## src/rtl/note_on_off_pairing_core_assert.svh

```systemverilog
// Assertion macros used by the note pairing core.
`ifndef NOTE_ON_OFF_PAIRING_CORE_ASSERT_SVH
`define NOTE_ON_OFF_PAIRING_CORE_ASSERT_SVH

// Same-cycle implication, sampled on clk and held off during rst.
`define NOPC_ASSERT_NOW(label, ante, cons, msg) \
  label: assert property (@(posedge clk) disable iff (rst) (ante) |-> (cons)) \
    else $error(msg);

// Next-cycle implication, sampled on clk and held off during rst.
`define NOPC_ASSERT_NEXT(label, ante, cons, msg) \
  label: assert property (@(posedge clk) disable iff (rst) (ante) |=> (cons)) \
    else $error(msg);

`endif

```

## src/rtl/nopc_pkg.sv

```systemverilog
`default_nettype none

package nopc_pkg;

  localparam int OPEN_NOTES_DEF = 16;

  localparam logic [2:0] ST_OPENED    = 3'd0;
  localparam logic [2:0] ST_FINISHED  = 3'd1;
  localparam logic [2:0] ST_DUPLICATE = 3'd2;
  localparam logic [2:0] ST_UNMATCHED = 3'd3;
  localparam logic [2:0] ST_FULL      = 3'd4;

  typedef struct packed {
    logic [31:0] event_pos;
    logic [6:0]  event_pitch;
    logic [15:0] event_volume;
    logic        restart;
  } nopc_in_t;

  typedef struct packed {
    logic [2:0]  status;
    logic [31:0] note_start;
    logic [31:0] note_length;
    logic [6:0]  note_pitch;
    logic [15:0] note_volume;
  } nopc_out_t;

  // Event travelling down the cell row, with what it has gathered so far.
  typedef struct packed {
    logic        is_on;
    logic [6:0]  pitch;
    logic [31:0] pos;
    logic        hit;
    logic        free_found;
    logic [31:0] start;
    logic [15:0] volume;
  } nopc_tok_t;

  typedef struct packed {
    logic advance;
    logic clear;
  } nopc_ctl_t;

  typedef struct packed {
    logic        en;
    logic [6:0]  pitch;
    logic [31:0] start;
    logic [15:0] volume;
  } nopc_wr_t;

endpackage

`default_nettype wire

```

## src/rtl/nopc_cell.sv

```systemverilog
`default_nettype none

module nopc_cell #(
  parameter int IDX_W = 4
) (
  input  wire logic                 clk,
  input  wire logic                 rst,
  input  wire logic [IDX_W-1:0]     idx,
  input  wire nopc_pkg::nopc_ctl_t  ctl,
  input  wire nopc_pkg::nopc_wr_t   wr,
  input  wire logic [IDX_W-1:0]     wr_idx,
  input  wire logic                 tok_valid_in,
  input  wire nopc_pkg::nopc_tok_t  tok_in,
  input  wire logic [IDX_W-1:0]     free_in,
  output nopc_pkg::nopc_tok_t       tok_out,
  output logic                      tok_valid_out,
  output logic [IDX_W-1:0]          free_out
);
  import nopc_pkg::*;

  logic        vld;
  logic [6:0]  pitch;
  logic [31:0] start;
  logic [15:0] volume;

  logic             match;
  nopc_tok_t        tok_next;
  logic [IDX_W-1:0] free_next;

  assign match = vld && (pitch == tok_in.pitch);

  always_comb begin
    tok_next  = tok_in;
    free_next = free_in;
    if (match) begin
      tok_next.hit    = 1'b1;
      tok_next.start  = start;
      tok_next.volume = volume;
    end
    // The first empty cell the event passes is the lowest free entry.
    if (!vld && !tok_in.free_found) begin
      tok_next.free_found = 1'b1;
      free_next           = idx;
    end
  end

  always_ff @(posedge clk) begin
    if (rst) begin
      tok_valid_out <= 1'b0;
      vld           <= 1'b0;
    end else begin
      if (ctl.advance) begin
        tok_valid_out <= tok_valid_in;
      end
      if (ctl.clear) begin
        vld <= 1'b0;
      end else if (ctl.advance && tok_valid_in && match && !tok_in.is_on) begin
        vld <= 1'b0;
      end else if (wr.en && (wr_idx == idx)) begin
        vld <= 1'b1;
      end
    end
  end

  always_ff @(posedge clk) begin
    if (ctl.advance) begin
      tok_out  <= tok_next;
      free_out <= free_next;
    end
    if (wr.en && (wr_idx == idx)) begin
      pitch  <= wr.pitch;
      start  <= wr.start;
      volume <= wr.volume;
    end
  end

endmodule

`default_nettype wire

```

## src/rtl/note_on_off_pairing_core.sv

```systemverilog
// Each accepted event is registered in a launch stage, then walks the row of OPEN_NOTES
// table cells, one cell per cycle while the row advances, and its result is registered.
// A new event is accepted only once the previous event's result has been registered.
// A result that is not taken holds the event at the end of the row.
// Reset (rst, synchronous) empties the open-note table and both channels.
`default_nettype none

`include "note_on_off_pairing_core_assert.svh"

module note_on_off_pairing_core #(
  parameter int OPEN_NOTES = nopc_pkg::OPEN_NOTES_DEF
) (
  input  wire logic                clk,
  input  wire logic                rst,
  input  wire logic                evt_valid,
  output logic                     evt_ready,
  input  wire nopc_pkg::nopc_in_t  evt,
  output logic                     res_valid,
  input  wire logic                res_ready,
  output nopc_pkg::nopc_out_t      res
);
  import nopc_pkg::*;

  localparam int IDX_W = (OPEN_NOTES > 1) ? $clog2(OPEN_NOTES) : 1;

  logic             busy;
  logic             accept;
  logic             consume;
  logic             lvalid;
  nopc_tok_t        ltok;
  nopc_ctl_t        ctl;
  nopc_wr_t         wr;
  logic [IDX_W-1:0] wr_idx;
  nopc_out_t        res_next;

  nopc_tok_t        tok_c  [0:OPEN_NOTES];
  logic             vld_c  [0:OPEN_NOTES];
  logic [IDX_W-1:0] free_c [0:OPEN_NOTES];

  nopc_tok_t        last_tok;
  logic             last_valid;
  logic [IDX_W-1:0] last_free;

  assign evt_ready = !busy;
  assign accept    = evt_valid && evt_ready;

  assign last_tok   = tok_c[OPEN_NOTES];
  assign last_valid = vld_c[OPEN_NOTES];
  assign last_free  = free_c[OPEN_NOTES];

  assign consume     = last_valid && (!res_valid || res_ready);
  assign ctl.advance = !last_valid || consume;
  assign ctl.clear   = accept && evt.restart;

  assign tok_c[0]  = ltok;
  assign vld_c[0]  = lvalid;
  assign free_c[0] = '0;

  for (genvar g = 0; g < OPEN_NOTES; g++) begin : g_cell
    nopc_cell #(
      .IDX_W(IDX_W)
    ) u_cell (
      .clk          (clk),
      .rst          (rst),
      .idx          (IDX_W'(g)),
      .ctl          (ctl),
      .wr           (wr),
      .wr_idx       (wr_idx),
      .tok_valid_in (vld_c[g]),
      .tok_in       (tok_c[g]),
      .free_in      (free_c[g]),
      .tok_out      (tok_c[g+1]),
      .tok_valid_out(vld_c[g+1]),
      .free_out     (free_c[g+1])
    );
  end

  // Resolve the event once it has seen every cell.
  always_comb begin
    wr.en     = 1'b0;
    wr.pitch  = last_tok.pitch;
    wr.start  = last_tok.pos;
    wr.volume = last_tok.volume;
    wr_idx    = last_free;
    res_next  = '0;
    if (last_tok.is_on) begin
      if (last_tok.hit) begin
        res_next.status = ST_DUPLICATE;
      end else if (!last_tok.free_found) begin
        res_next.status = ST_FULL;
      end else begin
        res_next.status = ST_OPENED;
        wr.en           = consume;
      end
    end else if (last_tok.hit) begin
      res_next.status      = ST_FINISHED;
      res_next.note_start  = last_tok.start;
      res_next.note_length = last_tok.pos - last_tok.start;
      res_next.note_pitch  = last_tok.pitch;
      res_next.note_volume = last_tok.volume;
    end else begin
      res_next.status = ST_UNMATCHED;
    end
  end

  // The launch stage carries the note-on volume in the volume field.
  always_ff @(posedge clk) begin
    if (rst) begin
      busy      <= 1'b0;
      lvalid    <= 1'b0;
      res_valid <= 1'b0;
    end else begin
      if (accept) begin
        busy   <= 1'b1;
        lvalid <= 1'b1;
      end else begin
        if (consume) begin
          busy <= 1'b0;
        end
        if (ctl.advance) begin
          lvalid <= 1'b0;
        end
      end
      if (consume) begin
        res_valid <= 1'b1;
      end else if (res_ready) begin
        res_valid <= 1'b0;
      end
    end
  end

  always_ff @(posedge clk) begin
    if (accept) begin
      ltok.is_on      <= (evt.event_volume != 16'd0);
      ltok.pitch      <= evt.event_pitch;
      ltok.pos        <= evt.event_pos;
      ltok.hit        <= 1'b0;
      ltok.free_found <= 1'b0;
      ltok.start      <= '0;
      ltok.volume     <= evt.event_volume;
    end
    if (consume) begin
      res <= res_next;
    end
  end

  `NOPC_ASSERT_NOW(a_idle_row_empty, !busy, !last_valid && !lvalid, "event in row while idle")
  `NOPC_ASSERT_NOW(a_write_on_consume, wr.en, consume && last_tok.is_on, "stray table write")
  `NOPC_ASSERT_NEXT(a_consume_frees, consume, !busy && res_valid, "consume left block busy")
  `NOPC_ASSERT_NEXT(a_accept_launch, accept, lvalid && busy, "accepted event not launched")

endmodule

`default_nettype wire

```

## config.mk

```make
export PLATFORM = sky130hd
export DESIGN_NAME = note_on_off_pairing_core
export DESIGN_NICKNAME = d
export VERILOG_FILES = /design/src/rtl/nopc_pkg.sv /design/src/rtl/nopc_cell.sv /design/src/rtl/note_on_off_pairing_core.sv
export VERILOG_INCLUDE_DIRS = /design/src /design/src/rtl
export SDC_FILE = /design/constraint.sdc
export NUM_CORES = 2
export LEC_CHECK = 0
export ABC_CLOCK_PERIOD_IN_PS = 51300
export BUFFER_PORTS_ARGS = -buffer_cell sky130_fd_sc_hd__buf_2
export CORE_AREA = 2 2 518 520
export DETAILED_ROUTE_END_ITERATION = 12
export DIE_AREA = 0 0 520 522
export GPL_ROUTABILITY_DRIVEN = 0
export GPL_TIMING_DRIVEN = 0
export MAX_ROUTING_LAYER = met4
export PLACE_DENSITY = 0.48
export SLEW_MARGIN = 20
export SYNTH_ARGS = -nofsm -noshare
export SYNTH_HDL_FRONTEND = slang
export SYNTH_HIERARCHICAL = 1
export SYNTH_SLANG_ARGS = --single-unit
```

## constraint.sdc

```tcl
create_clock -name clk -period 51.3 [get_ports clk]
set_input_delay 10.26 -clock clk [delete_from_list [all_inputs] [get_ports clk]]
set_output_delay 10.26 -clock clk [all_outputs]
set_load 0.01 [all_outputs]
```

* Word level (Yosys, flattened, before mapping) *
Cells that the tools add are included.

word-level totals
  bits in registers = 2550
  bits in latches = 0
  memory bits (writable) = 0
  ROM bits = 0
  output and inout bits = 92
  memories kept = 0

operators by class
  add/subtract/negate cells = 1
  multipliers = 0
  div/mod/pow operators = 0
  magnitude comparators = 0
  equal/unequal tests = 31
  shift-type cells = 0
  muxes and demuxes = 29
  bitwise logic cells = 1
  reduce and logical (&&, ||, !) cells = 171

operators by type and width
  operator                                              number
  2-to-1 mux 48 bit                                     15
  equality test 7 bit                                   16
  logical AND 1 bit                                     98
  zero test 1 bit                                       49
  OR reduction 3 bit                                    16
  equality test 4 bit (second input constant)           8
  subtractor 32 bit                                     1
  equality test 4 x 3 -> 1 bit (second input constant)  4
  2-to-1 mux 16 bit                                     1
  nonzero test 16 bit                                   1
  2-to-1 mux 1 bit                                      9
  2-to-1 mux 3 bit                                      3
  equality test 4 x 2 -> 1 bit (second input constant)  2
  nonzero test 2 bit                                    3
  equality test 4 x 1 -> 1 bit (second input constant)  1
  zero test 4 bit                                       1
  logical OR 1 bit                                      2
  2-to-1 mux 2 bit                                      1
  OR reduction 2 bit                                    1
  inverter 1 bit                                        1

* Depth between registers and ports, before layout *
  depth in word-level cells = 8
  mapped depth = 10
  depth with buffers taken out = 10

* Modules after synthesis *
Netlist, hierarchy kept.

modules (own cells, without submodules)
  module                    times used  cells an instance  area each (um2)  sequential area each (um2)
  nopc_cell                 16          237                5351.4           4514.3
  note_on_off_pairing_core  1           560                7010.5           4444.3

* Least setup slack after synthesis *
OpenSTA, ideal clock, no wires.

  kind = input port to flip-flop
  start = in res_ready
  end = reg g_cell[0].u_cell/free_out[0] (netlist name)
  setup time = 10.385 ns
  data arrival time = 35.016 ns
  data required time = 40.915 ns
  setup slack = 5.899 ns
  stages on the path = 2
  buffers on the path = 0
  path through = nor2b_1 > nand2_1

RTL lines
  item                RTL line                        source
  start: declaration  note_on_off_pairing_core.sv:19  input wire logic res_ready,

==> results.yml <==
floorplan:
  fp-row-count: 190
  die_h_um: 522
  die_area_um2: 271400
  pin_count: 152
  coreArea_um2: 266500
  initial_core_util_pct: 34.76
  die_x_um: 520
synth:
  synth_cell_type_count: 71
  avgSynthCellArea_um2: 21.29
  ys_warn_count: 6
  synth_edf_count: 2530
  ys_ff_latch: 2565
  syn_inst: 4352
  synth_ff_type: "edfxtp_1"
  synthArstFlopShare_pct: 0
  syn_area_um2: 92630
  yosysSeqAreaShare_pct: 82.77
global_routing:
  grt_usage_pct: 12.17
  use_met3_pct: 2.759
  overflow: 0
  gr-usage-met1_pct: 14.23
  busiest_layer: "met2"
  antenna_found_initial: 12
  grt_pass1_wl_mm: 246.4
  met2_usage_pct: 20.37
  first_global_vias: 41360
  grt_max_degree: 63
finish:
  multi_input_area_um2: 15870
  fillCellCount: 23511
  syn_to_final_growth_pct: 18.44
  post-route-util_pct: 41.17
  layout.nets: 5309
  layout-drive-gt1-share_pct: 31.29
  seqCellArea_um2: 76670
min_path:
  min_from: "g_cell[6].u_cell/tok_out[68]$_DFFE_PP_"
  min_path_cells: 0
  hp-class: "flop to flop"
  hold_path_end: "g_cell[7].u_cell/tok_out[68]$_DFFE_PP_"
placement:
  pre_cts_slack_ns: 37.18
  hpwl_mm: 106.5
  numPortBuffers: 151
power_and_ir_drop:
  p_leak_nw: 38.03
  p_per_area_nw_per_um2: 40.47
  peakVddDrop_uv: 34.23
sta:
  period_share_pct: 25.51
  fmax_mhz: 76.42
  worst_pin_slew_ns: 1.137
  skew_ns: 0.07519
  whs_ns: 0.3821
  min_period_ns: 13.09
  final.setup.tns_ns: 0
  setup_ws_ns: 38.21
  hold_viol_final: 0
  setup_viol_count_final: 0
  slew_violations: 0
  rsz0062_at_grt: "no"
  maxSlewHeadroom_pct: 24.18
clocking:
  cts_sinks: 2565
  cts_buffers: 294
  cts_resized: 0
  ctsHoldBuffers: 0
  clk_latency_ns: 0.91
  cts-root-buf: "clkbuf_16"
  clk_path_buf_depth: 4
  cts_max_level: 5
  cts_setup_buffers: 0
  path_clk_slew_ns: 0.06
  cts_tree: "yes"
worst_setup_path:
  crit_family: "simple AND/OR/NAND/NOR gates"
  crit_required_ns: 51.89
  path_depth: 11
  ff2ff_path_depth: 10
  crit_type: "primary input to flop"
  crit_fanout: 10
  endpoint_kind: "flop"
  crit_path_start_kind: "primary input"
  rrSetupSlack_ns: 47.06
  crit_top_cell: "buf_2"
  cp_cell_sequence: "buf_2 > nor2b_1 > nand2b_1 > nor3_2 > buf_4 > o2111ai_1 > nor4_2 > buf_4 > buf_2 > buf_2 > buf_2"
  crit_path_max_incr_delay_ns: 0.70
  slowest_stage: "nor4_2"
  timing.rr.start: "res_valid$_SDFFE_PP0P_"
  rr_endpoint: "g_cell[7].u_cell/start[26]$_DFFE_PP_"
  cp_num_buf_inv: 6
  cp_data_arrival_time_ns: 13.67
drt:
  drc_errors: 26
  final_antenna_net_count: 0
  num_vias: 39308
  dr.pass1.iters: 11
  avgRoutedWirePerCell_um: 17.88
  via_per_inst: 4.379
  routed_wl_mm: 160.5
  drt_iter0_markers: 2570
run:
  maxCapViolCount: 0
run_status:
  status: "finished, violations left"
  violations: "DRC"
## layer usage
| metal | vias to the layer above | routed length, um |
|---|---|---|
| met2 | 719 | 80750 |
| li1 | 18684 | - |
| met1 | 19590 | 64970 |
| met5 | - | 0 |
| met3 | 315 | 9396 |
| met4 | 0 | 5374 |
## cell usage after synthesis, types with 27 or more instances
master	instances	area, um^2
mux2_1	48	540.5
mux2_2	784	8828
buf_4	80	600.6
nand2_1	41	153.9
xnor2_1	123	1077
inv_1	92	345.3
nand4_1	42	262.8
nand2b_1	70	437.9
dfxtp_1	35	700.7
and2_1	27	168.9
edfxtp_1	2530	75970
ha_1	33	412.9
a21oi_1	51	255.2
nor2_1	114	427.9
## power by group
part	switching (mW)	leakage (nW)	internal (mW)
logic	0.0408	8.30	0.0461
registers	0.0358	25.4	2.37
clock network	0.785	4.32	1.16
## cells in the final DEF (no fill, tap or decap), types with 18 or more instances in the layout
cell type  Yosys  routed
xnor2_1      123     123
clkinv_2       0      36
and2_1        27      26
buf_16         0      22
nand4_1       42      42
o21ai_0       18      18
buf_2          4     296
dfxtp_1       35      35
clkinv_1       1      57
buf_4         80     106
xor2_1        23      23
buf_12         0      19
nand2b_1      70      70
bufinv_16      0      19
mux2_1        48      48
edfxtp_1    2530    2530
clkbuf_1      11      81
mux2_2       784     784
clkbuf_16      0     298
a21oi_1       51      51
nor2b_1       24      23
inv_1         92      91
nor2_1       114      98
nand2_1       41      40
ha_1          33      33
conb_1         2     199
## cell type report
class / instances / area share (%)
Multi-Input combinational cell: 1792 / 14.46
Buffer: 99 / 0.6307
Inverter: 93 / 0.3227
Clock inverter: 132 / 1.056
Antenna cell: 4 / 0.009123
Timing Repair Buffer: 370 / 2.532
Clock buffer: 369 / 7.049
Tap cell: 3552 / 4.051
Sequential cell: 2565 / 69.89
## state kept, by name, indices dropped and copies added, names as in the netlist
name / flops
lvalid: 1
g_cell.u_cell/start: 512
res_valid: 1
g_cell.u_cell/vld: 16
busy: 1
g_cell.u_cell/pitch: 112
g_cell.u_cell/tok_valid_out: 16
g_cell.u_cell/tok_out: 1440
res: 90
g_cell.u_cell/free_out: 64
ltok: 56
g_cell.u_cell/volume: 256
## cell families after synthesis
kind of cell	count (synthesis)	synth area share [%]
simple gates	390	2.219
fa+ha+maj	34	0.4674
other cells	2	0.008107
buf+inv	192	1.124
flops	2565	82.77
xor+xnor	146	1.380
mux	836	10.16
compound gates	187	1.872
## worst max-delay path by stage
stage	start	endpoint	slack (ns)
finish	res_ready	g_cell[7].u_cell/start[26]$_DFFE_PP_	38.21
global route	res_ready	g_cell[9].u_cell/start[28]$_DFFE_PP_	38.02
CTS	res_ready	g_cell[9].u_cell/start[28]$_DFFE_PP_	38.18
detailed placement	res_ready	g_cell[9].u_cell/start[28]$_DFFE_PP_	37.18
global placement	res_ready	g_cell[0].u_cell/tok_out[57]$_DFFE_PP_	-15.16
floorplan	res_ready	g_cell[0].u_cell/free_out[0]$_DFFE_PP_	5.90
## stage by stage
step / power [mW] / instances / instance area, um^2
after floorplan: 2.502 / 4549 / 93370
after global placement: 2.535 / 8252 / 98570
after detailed placement: 2.541 / 8469 / 100800
after CTS: 4.517 / 8970 / 109700
after global routing: 4.615 / 8973 / 109700
final: 4.440 / 8976 / 109700
(Power assumes the default switching activity.)
